[config.mk]
export PLATFORM = sky130hd
export DESIGN_NAME = pmbus_sensor_word_to_milli_units_unit
export DESIGN_NICKNAME = d
export VERILOG_FILES = /design/src/hdl/pswm_pkg.sv /design/src/hdl/pmbus_sensor_word_to_milli_units_unit.sv
export VERILOG_INCLUDE_DIRS = /design/src /design/src/hdl
export SDC_FILE = /design/constraint.sdc
export NUM_CORES = 1
export LEC_CHECK = 0
export BUFFER_PORTS_ARGS = -buffer_cell sky130_fd_sc_hd__buf_2
export CELL_PAD_IN_SITES_DETAIL_PLACEMENT = 1
export CELL_PAD_IN_SITES_GLOBAL_PLACEMENT = 1
export CORE_UTILIZATION = 25
export CTS_CLUSTER_DIAMETER = 80
export DETAILED_ROUTE_END_ITERATION = 7
export PLACE_DENSITY = 0.54
export SLEW_MARGIN = 25
export SYNTH_ARGS = -nofsm -noshare
export SYNTH_HDL_FRONTEND = slang
export SYNTH_SLANG_ARGS = --single-unit
[constraint.sdc]
create_clock -name clk -period 7.1 [get_ports clk]
set_input_delay 1.065 -clock clk [delete_from_list [all_inputs] [get_ports clk]]
set_output_delay 1.065 -clock clk [all_outputs]
set_load 0.005 [all_outputs]
[src/hdl/pmbus_sensor_word_to_milli_units_unit_assert.svh]
// Assertion macros shared by the converter RTL.
// Each macro expects clk and rst_n in the scope where it is used.
`ifndef PMBUS_SENSOR_WORD_TO_MILLI_UNITS_UNIT_ASSERT_SVH
`define PMBUS_SENSOR_WORD_TO_MILLI_UNITS_UNIT_ASSERT_SVH

// Same-cycle implication.
`define PSWM_ASSERT_IMP(lbl, ante, cons) \
  lbl: assert property (@(posedge clk) disable iff (!rst_n) (ante) |-> (cons)) \
    else $error("pswm: same-cycle check failed");

// Next-cycle implication.
`define PSWM_ASSERT_NXT(lbl, ante, cons) \
  lbl: assert property (@(posedge clk) disable iff (!rst_n) (ante) |=> (cons)) \
    else $error("pswm: next-cycle check failed");

`endif

[src/hdl/pswm_pkg.sv]
`default_nettype none

package pswm_pkg;

  // Supply model classes
  localparam logic [2:0] CLASS_DELTA   = 3'd0;
  localparam logic [2:0] CLASS_LITEON  = 3'd1;
  localparam logic [2:0] CLASS_BEL1100 = 3'd2;
  localparam logic [2:0] CLASS_BEL1500 = 3'd3;
  localparam logic [2:0] CLASS_MURATA  = 3'd4;
  localparam logic [2:0] CLASS_UNKNOWN = 3'd5;

  // Sensor commands
  localparam logic [3:0] CMD_VIN   = 4'd0;
  localparam logic [3:0] CMD_IIN   = 4'd1;
  localparam logic [3:0] CMD_VOUT  = 4'd2;
  localparam logic [3:0] CMD_IOUT  = 4'd3;
  localparam logic [3:0] CMD_TEMP  = 4'd4;
  localparam logic [3:0] CMD_FAN   = 4'd5;
  localparam logic [3:0] CMD_POWER = 4'd6;
  localparam logic [3:0] CMD_VSTBY = 4'd7;
  localparam logic [3:0] CMD_ISTBY = 4'd8;
  localparam logic [3:0] CMD_PSTBY = 4'd9;

  // Configuration register indexes
  localparam logic [1:0] REG_MODEL_LEN  = 2'd0;
  localparam logic [1:0] REG_MODEL_CHAR = 2'd1;
  localparam logic [1:0] REG_MODEL_FAIL = 2'd2;

  // Decoding kinds
  localparam logic [1:0] KIND_EMB = 2'd0;
  localparam logic [1:0] KIND_L11 = 2'd1;
  localparam logic [1:0] KIND_L16 = 2'd2;

  localparam logic [7:0] MAX_MODEL_LEN = 8'd32;
  localparam logic [7:0] CHAR_D = 8'h44;
  localparam logic [7:0] CHAR_E = 8'h45;
  localparam logic [7:0] CHAR_P = 8'h50;
  localparam logic signed [10:0] MILLI = 11'sd1000;

  localparam int VALUE_W = 36;
  localparam int MANT_W  = 17;
  localparam int EXP_W   = 6;
  localparam int PROD_W  = 27;

  typedef logic signed [EXP_W-1:0] exp_t;

  typedef struct packed {
    logic [1:0] kind;
    exp_t       exp;
  } dec_t;

  function automatic logic [2:0] classify(logic [7:0] len, logic [7:0] c);
    logic [2:0] cls;
    if (len == 8'd11 && c == CHAR_E) cls = CLASS_DELTA;
    else if (len == 8'd10 && c == CHAR_P) cls = CLASS_LITEON;
    else if (len == 8'd16 && c == CHAR_P) cls = CLASS_BEL1100;
    else if ((len == 8'd17 || len == 8'd21) && c == CHAR_P) cls = CLASS_BEL1500;
    else if ((len == 8'd22 || len == 8'd25) && c == CHAR_D) cls = CLASS_MURATA;
    else cls = CLASS_UNKNOWN;
    return cls;
  endfunction

  function automatic dec_t l11(exp_t e);
    dec_t d;
    d.kind = KIND_L11;
    d.exp  = e;
    return d;
  endfunction

  // Decoding per model and sensor; anything unlisted uses the embedded exponent
  function automatic dec_t dec_lookup(logic [3:0] cmd, logic [2:0] cls);
    dec_t d;
    d.kind = KIND_EMB;
    d.exp  = '0;
    unique case (cls)
      CLASS_LITEON: begin
        if (cmd == CMD_VOUT || cmd == CMD_VSTBY) begin
          d.kind = KIND_L16;
          d.exp  = -6'sd9;
        end
      end
      CLASS_BEL1100, CLASS_BEL1500: begin
        unique case (cmd)
          CMD_VIN:   d = l11(-6'sd1);
          CMD_IIN:   d = l11(-6'sd6);
          CMD_VOUT:  d = l11(-6'sd6);
          CMD_IOUT:  d = l11((cls == CLASS_BEL1100) ? -6'sd3 : -6'sd2);
          CMD_TEMP:  d = l11(-6'sd3);
          CMD_FAN:   d = l11(6'sd5);
          CMD_POWER: d = l11(6'sd1);
          CMD_VSTBY: d = l11(-6'sd6);
          CMD_ISTBY: d = l11((cls == CLASS_BEL1100) ? -6'sd3 : -6'sd2);
          CMD_PSTBY: d = l11(6'sd1);
          default:   d = d;
        endcase
      end
      CLASS_MURATA: begin
        unique case (cmd)
          CMD_VIN:   d = l11(-6'sd1);
          CMD_IIN:   d = l11(-6'sd5);
          CMD_VOUT:  d = l11(-6'sd6);
          CMD_IOUT:  d = l11(-6'sd2);
          CMD_TEMP:  d = d;
          CMD_FAN:   d = l11(6'sd5);
          CMD_POWER: d = l11(6'sd1);
          CMD_VSTBY: d = l11(-6'sd7);
          CMD_ISTBY: d = l11(-6'sd7);
          CMD_PSTBY: d = l11(-6'sd5);
          default:   d = d;
        endcase
      end
      default: d = d;
    endcase
    return d;
  endfunction

endpackage

`default_nettype wire

[src/hdl/pmbus_sensor_word_to_milli_units_unit.sv]
// Converts one PMBus sensor reading per clock, when the output is not stalled,
// into milli-units (plain units for the fan; the raw word passes unscaled for
// an unknown model), with the supply model classified from the configured model
// length and first character. Three register stages (decode and mantissa
// select, multiply by 1000, truncating shift into the output register) take
// one item per cycle while not stalled; an accepted item moves through stage 1,
// stage 2 and the output register in that order. A stall on the output backs up
// stage by stage without losing items.
`default_nettype none

`include "pmbus_sensor_word_to_milli_units_unit_assert.svh"

module pmbus_sensor_word_to_milli_units_unit
  import pswm_pkg::*;
(
  input  wire logic                      clk,
  input  wire logic                      rst_n,
  input  wire logic                      cfg_wr_en,
  input  wire logic [1:0]                cfg_index,
  input  wire logic [7:0]                cfg_wr_data,
  input  wire logic                      in_valid,
  output logic                           in_stall,
  input  wire logic [3:0]                in_command,
  input  wire logic [15:0]               in_raw_word,
  input  wire logic                      in_read_failed,
  output logic                           out_valid,
  input  wire logic                      out_stall,
  output logic signed [VALUE_W-1:0]      out_milli_value,
  output logic [2:0]                     out_model_class,
  output logic                           out_error
);

  logic [7:0] model_len_r;
  logic [7:0] model_char_r;
  logic       model_fail_r;

  always_ff @(posedge clk) begin
    if (!rst_n) begin
      model_len_r  <= '0;
      model_char_r <= '0;
      model_fail_r <= 1'b0;
    end else if (cfg_wr_en) begin
      unique case (cfg_index)
        REG_MODEL_LEN:  model_len_r  <= cfg_wr_data;
        REG_MODEL_CHAR: model_char_r <= cfg_wr_data;
        REG_MODEL_FAIL: model_fail_r <= cfg_wr_data[0];
        default:        model_len_r  <= model_len_r;
      endcase
    end
  end

  // Stage ready chain
  logic rdy1, rdy2, rdy3;
  logic s1_valid_r, s2_valid_r, out_valid_r;

  assign rdy3     = !out_valid_r || !out_stall;
  assign rdy2     = !s2_valid_r || rdy3;
  assign rdy1     = !s1_valid_r || rdy2;
  assign in_stall = !rdy1;

  // Stage 1: classify, look up decoding, pick mantissa and exponent
  logic                      model_bad;
  logic [2:0]                cls_c;
  logic                      err_c;
  dec_t                      dec_c;
  logic signed [MANT_W-1:0]  mant_c;
  exp_t                      exp_c;
  logic                      unit_c;

  always_comb begin
    model_bad = model_fail_r || (model_len_r > MAX_MODEL_LEN);
    cls_c     = model_bad ? CLASS_UNKNOWN : classify(model_len_r, model_char_r);
    err_c     = model_bad || in_read_failed || (in_command > CMD_PSTBY);
    dec_c     = dec_lookup(in_command, cls_c);
    unit_c    = 1'b0;
    if (err_c) begin
      mant_c = '0;
      exp_c  = '0;
      unit_c = 1'b1;
    end else if (cls_c == CLASS_UNKNOWN) begin
      // pass the raw word through unscaled
      mant_c = {1'b0, in_raw_word};
      exp_c  = '0;
      unit_c = 1'b1;
    end else begin
      if (dec_c.kind == KIND_L16) begin
        mant_c = {1'b0, in_raw_word};
      end else begin
        mant_c = {{(MANT_W-11){in_raw_word[10]}}, in_raw_word[10:0]};
      end
      if (dec_c.kind == KIND_L16 || (dec_c.kind == KIND_L11 && dec_c.exp != '0)) begin
        exp_c = dec_c.exp;
      end else begin
        exp_c = {in_raw_word[15], in_raw_word[15:11]};
      end
      // fan: x*1000 scaled then /1000 equals the mantissa scaled directly
      unit_c = (in_command == CMD_FAN);
    end
  end

  logic signed [MANT_W-1:0] s1_mant_r;
  exp_t                     s1_exp_r;
  logic                     s1_unit_r;
  logic [2:0]               s1_cls_r;
  logic                     s1_err_r;

  always_ff @(posedge clk) begin
    if (!rst_n) begin
      s1_valid_r <= 1'b0;
    end else if (rdy1) begin
      s1_valid_r <= in_valid;
    end
  end

  always_ff @(posedge clk) begin
    if (rdy1) begin
      s1_mant_r <= mant_c;
      s1_exp_r  <= exp_c;
      s1_unit_r <= unit_c;
      s1_cls_r  <= cls_c;
      s1_err_r  <= err_c;
    end
  end

  // Stage 2: multiply by 1000 (or 1)
  logic signed [10:0]       factor_c;
  logic signed [PROD_W-1:0] prod_c;

  assign factor_c = s1_unit_r ? 11'sd1 : MILLI;
  assign prod_c   = PROD_W'(s1_mant_r) * PROD_W'(factor_c);

  logic signed [PROD_W-1:0] s2_prod_r;
  exp_t                     s2_exp_r;
  logic [2:0]               s2_cls_r;
  logic                     s2_err_r;

  always_ff @(posedge clk) begin
    if (!rst_n) begin
      s2_valid_r <= 1'b0;
    end else if (rdy2) begin
      s2_valid_r <= s1_valid_r;
    end
  end

  always_ff @(posedge clk) begin
    if (rdy2) begin
      s2_prod_r <= prod_c;
      s2_exp_r  <= s1_exp_r;
      s2_cls_r  <= s1_cls_r;
      s2_err_r  <= s1_err_r;
    end
  end

  // Stage 3: shift by the exponent, truncating toward zero on right shifts
  localparam int SH_W = PROD_W + 15;

  logic signed [SH_W-1:0] ext_c;
  logic [EXP_W-1:0]       neg_e_c;
  logic [4:0]             rsh_c;
  logic signed [SH_W-1:0] bias_c;
  logic signed [SH_W-1:0] shifted_c;

  always_comb begin
    ext_c   = {{(SH_W-PROD_W){s2_prod_r[PROD_W-1]}}, s2_prod_r};
    neg_e_c = EXP_W'(-s2_exp_r);
    rsh_c   = neg_e_c[4:0];
    bias_c  = '0;
    if (s2_exp_r[EXP_W-1]) begin
      if (s2_prod_r[PROD_W-1]) begin
        bias_c = (SH_W'(1) << rsh_c) - SH_W'(1);
      end
      shifted_c = (ext_c + bias_c) >>> rsh_c;
    end else begin
      shifted_c = ext_c <<< s2_exp_r[3:0];
    end
  end

  logic signed [VALUE_W-1:0] out_value_r;
  logic [2:0]                out_cls_r;
  logic                      out_err_r;

  always_ff @(posedge clk) begin
    if (!rst_n) begin
      out_valid_r <= 1'b0;
    end else if (rdy3) begin
      out_valid_r <= s2_valid_r;
    end
  end

  always_ff @(posedge clk) begin
    if (rdy3) begin
      out_value_r <= shifted_c[VALUE_W-1:0];
      out_cls_r   <= s2_cls_r;
      out_err_r   <= s2_err_r;
    end
  end

  assign out_valid       = out_valid_r;
  assign out_milli_value = out_value_r;
  assign out_model_class = out_cls_r;
  assign out_error       = out_err_r;

  `PSWM_ASSERT_IMP(a_err_zero, out_valid && out_error, out_milli_value == '0)
  `PSWM_ASSERT_IMP(a_model_bad_unknown,
                   out_valid && (model_fail_r || model_len_r > MAX_MODEL_LEN),
                   out_error && out_model_class == CLASS_UNKNOWN)
  `PSWM_ASSERT_IMP(a_unknown_passthru,
                   out_valid && !out_error && out_model_class == CLASS_UNKNOWN,
                   out_milli_value[VALUE_W-1:16] == '0)
  `PSWM_ASSERT_NXT(a_s1_hold, s1_valid_r && !rdy2, s1_valid_r && $stable(s1_mant_r))

endmodule

`default_nettype wire
==> results.md <==
- Status: complete, no violations
- Flip-flop and latch area: between 3000 and 4000 sq um
- Initial Utilization: 25.44%
- DRT iter0 DRCs: roughly 850
- Clock Latency Late Sink: about 0.47 ns
- Initial antenna violation count: 0
- Final HPWL DP: around 45000 um
- Worst-case reg-to-reg path depth: 18
- CP peak stage delay: between 0.7 and 0.8 ns
- Die X: approximately 250 um
- Root Driver: clkbuf_16
- P&R area growth vs syn: 13.81%
- Final-report max-slew violation count: 0
- Placed cells: approximately 2600
- CTS tree: done
- Syn_area_per_cell: approximately 8.8 sq um
- Port Buffers: between 70 and 80
- Post-DP Area: 16970 sq um
- Fraction of registers with async set or reset after synthesis: 0%
- Crit path kind: register to register
- DR WL/cell: 21.41 um
- # IOs: just under 80
- Core Util, Final: between 20% and 30%
- Crit path capture: s2_prod_r[26]
- Clock network power share: between 40% and 50%
- CP Max Fanout: 18
- GR Overflow Total: 0
- P per Cell Area: ~120 nW/um^2
- R2R Path End: s2_prod_r[26]
- Fill count: 7097
- Largest family of logic cells by synthesized area: compound AO/OA/AOI/OAI gates
- Sw Share: about 30%
- Bufs on Longest Clock Path: 2
- Hold crit path type: register to register
- Slew headroom: between 30% and 40%
- Xor/xnor share of the synthesized area: 3.509%
- Int Power: between 1000 and 1500 uW
- Pin count of the biggest net entering global routing: 41
- Setup TNS: 0 ns
- Synth Cell Area: roughly 15000 sq um
- Period utilisation layout: 91.95%
- Post-Route WL: about 56000 um
- Yosys cell types: 94
- VDD IR max: 0.0001761 V
- Combinational Power Share: 14.6%
- Seq pwr share: approximately two fifths
- Crit path time final: 6.529 ns
- Vias in the first global route: ~14000
- Site row count: 90
- Compound-Gate Fraction of Synth Area: 20.80%
- Worst path most repeated cell: fa_1
- Sink Count: 123
- Most used DFF post-synth: edfxtp_1
- Htree depth: 4
- CTS clk-pin slew, worst paths: roughly 0.06 ns
- Critical Path Source Type: register
- Slew @ Worst Pin: 1.030 ns
- Area contributors post-synth: edfxtp_1, fa_1, ha_1, mux2i_1, a21oi_1
- Synth top area share: 20.03%
- F_max: 153.2 MHz
- Die Height: 250.5 um
- Share of post-route cells with drive strength above 1: 14.47%
- Design Area, Final: between 15000 and 20000 sq um
- Final Hold Vio Count: 0
- Diodes inserted: 0
- NetSw: 605.8 uW
- Worst reg-to-reg setup slack: around 0.57 ns
- Gp weighted congestion: approximately 0.9
- Crit-path cells: nor2b_1 -> fa_1 -> fa_1 -> inv_1 -> fa_1 -> fa_1 -> inv_1 -> fa_1 -> ha_1 -> or2_2 -> a21oi_1 -> a31oi_1 -> a41oi_1 -> a211oi_1 -> a211oi_1 -> o21bai_1 -> a21oi_1 -> xnor2_1
- Worst-case clock skew: about 0.024 ns
- Via density: 5.291
- Total core area: between 60000 and 70000 sq um
- Setup crit end kind: register
- Post-synth top area cell: edfxtp_1
- Multi-input logic area: 11030 sq um
- Final setup viols: 0
- Vias: ~14000
- TritonCTS buffer count: 17
- First-pass GRT wire length: ~87000 um
- Syn. warnings: 0
- Max cap viols: 0
- Worst Setup SP: s1_unit_r
- WP data required: between 7 and 8 ns
- Nets@finish: slightly above 2000
- Post-synth EDFFs: a little over 100
- Synth Register Bits: about 120
- Final ANT Viol Nets: 0
- Fin cells: 2614
- Post-synthesis mux area share: under 10%
- Synth Instances: about 1800
- Worst path slowest cell: nor2b_1
- RR Startpoint: s1_unit_r
- Post-Synth Adder-Cell Area: ~20%
- Die footprint: around 63000 sq um
- Total track usage: around 18%
- Post-CTS Hold Fix Bufs: 0
- # DRC: 0
- RSZ-0062 raised after global routing: no
- Data arrival, critical path: ~6.7 ns
- Register area share after synthesis: about 23%
- Drt first pass iters: 7
- Simple-gate portion of the synthesized area: ~17%
- Leak pwr: 0.007830 uW
## state kept, by name (all words and copies together), names as in the netlist, 3 cells and up
name,cells
s1_cls_r,3
s1_mant_r,17
s2_cls_r,3
model_len_r,8
model_char_r,8
out_milli_value,36
s1_exp_r,5
s2_exp_r,5
out_model_class,3
s2_prod_r,27
## cells by family (layout without fill, tap and decap cells)
kind of cell / after synthesis / after routing
simple gates: 527 / 527
compound gates: 475 / 475
buf+inv: 241 / 321
fa+ha+maj: 203 / 203
flops: 123 / 123
mux: 119 / 119
xor+xnor: 61 / 61
other cells: 2 / 3
## timing repair
| item | CTS | global route |
|---|---|---|
| hold endpoints to repair | 0 | 0 |
| gates resized for setup | 0 | 0 |
| buffers inserted | 0 | 1 |
| setup endpoints to repair | 0 | 2 |
## cell type report
type,instances,share of cell area (%)
clock buffers,19,2.706
clock inverters,13,0.6623
inverters,135,2.884
multi-input cells,1388,62.79
flip-flops and latches,123,19.88
well taps,782,5.569
repair buffers,154,5.505
## cells in the mapped netlist (21+ instances only)
library cell  instances
mux2i_1              79
clkbuf_1             76
nor3_1               32
mux4_2               21
a21o_1               28
nand3_1              40
o211ai_1             22
nand2_1             128
nor2b_1              48
ha_1                120
nor2_1              145
edfxtp_1            103
a211oi_1             35
a21oi_1             143
and2_1               35
xnor2_1              40
o21ai_0              76
inv_1               130
fa_1                 83
## through the flow
| stage | power, uW | hold WS (ns) | setup WS, ns |
|---|---|---|---|
| after floorplan | 1030 | 0.4003 | 0.1269 |
| after global placement | 1147 | 0.4011 | 0.4419 |
| after detailed placement | 1151 | 0.4084 | 0.3255 |
| after CTS | 2062 | 0.4228 | 0.3105 |
| after global routing | 2112 | 0.4309 | 0.09723 |
| final | 2038 | 0.4204 | 0.5713 |
## how the worst min path moves through the flow
stage | endpoint | slack, ns | startpoint | depth (start not counted)
after floorplan | out_error | 0.40 | s2_err_r | 0
after global placement | s2_cls_r[2] | 0.40 | s1_cls_r[2] | 0
after detailed placement | out_model_class[1] | 0.41 | s2_cls_r[1] | 0
after CTS | out_model_class[2] | 0.42 | s2_cls_r[2] | 0
after global routing | s2_cls_r[0] | 0.43 | s1_cls_r[0] | 0
final | out_model_class[2] | 0.42 | s2_cls_r[2] | 0
## cell usage in the layout (no fill, tap or decap), drive strengths merged, types with 20 or more instances in the layout
cell type	count
a21oi	143
xnor2	40
and2	36
edfxtp	103
nor3	33
nand2	128
nor2b	48
buf	154
fa	83
nand3	40
o211ai	22
a21o	28
ha	120
mux4	21
a211oi	35
mux2i	79
xor2	21
inv	141
dfxtp	20
o21ai	81
nor2	145
## metal layers
metal | track usage [%] | vias up | routed length (um) | share of wire, %
met4 | 6.135 | 0 | 1627 | 2.9
met3 | 2.556 | 68 | 2054 | 3.7
met1 | 23.44 | 6917 | 25910 | 46
li1 | - | 6494 | - | -
met2 | 29.99 | 351 | 26390 | 47
met5 | 0 | - | 0 | 0
## worst max-delay path: cells and delay by family (launching register included)
| kind | cells | cell delay, ns |
|---|---|---|
| xor+xnor | 1 | 0.09 |
| fa+ha+maj | 6 | 2.88 |
| compound gates | 7 | 1.49 |
| buf+inv | 2 | 0.10 |
| flops | 1 | 0.66 |
| simple gates | 2 | 1.04 |
## power groups by stage
stage,Clock (uW),Combinational [uW],Sequential [uW]
6_report,901,298,839
5_1_grt,945,324,843
4_1_cts,925,297,840
3_5_place_dp,0,295,856
3_3_place_gp,0,292,855
2_1_floorplan,0,187,843
Note: power is estimated with default switching activity, not from simulation.
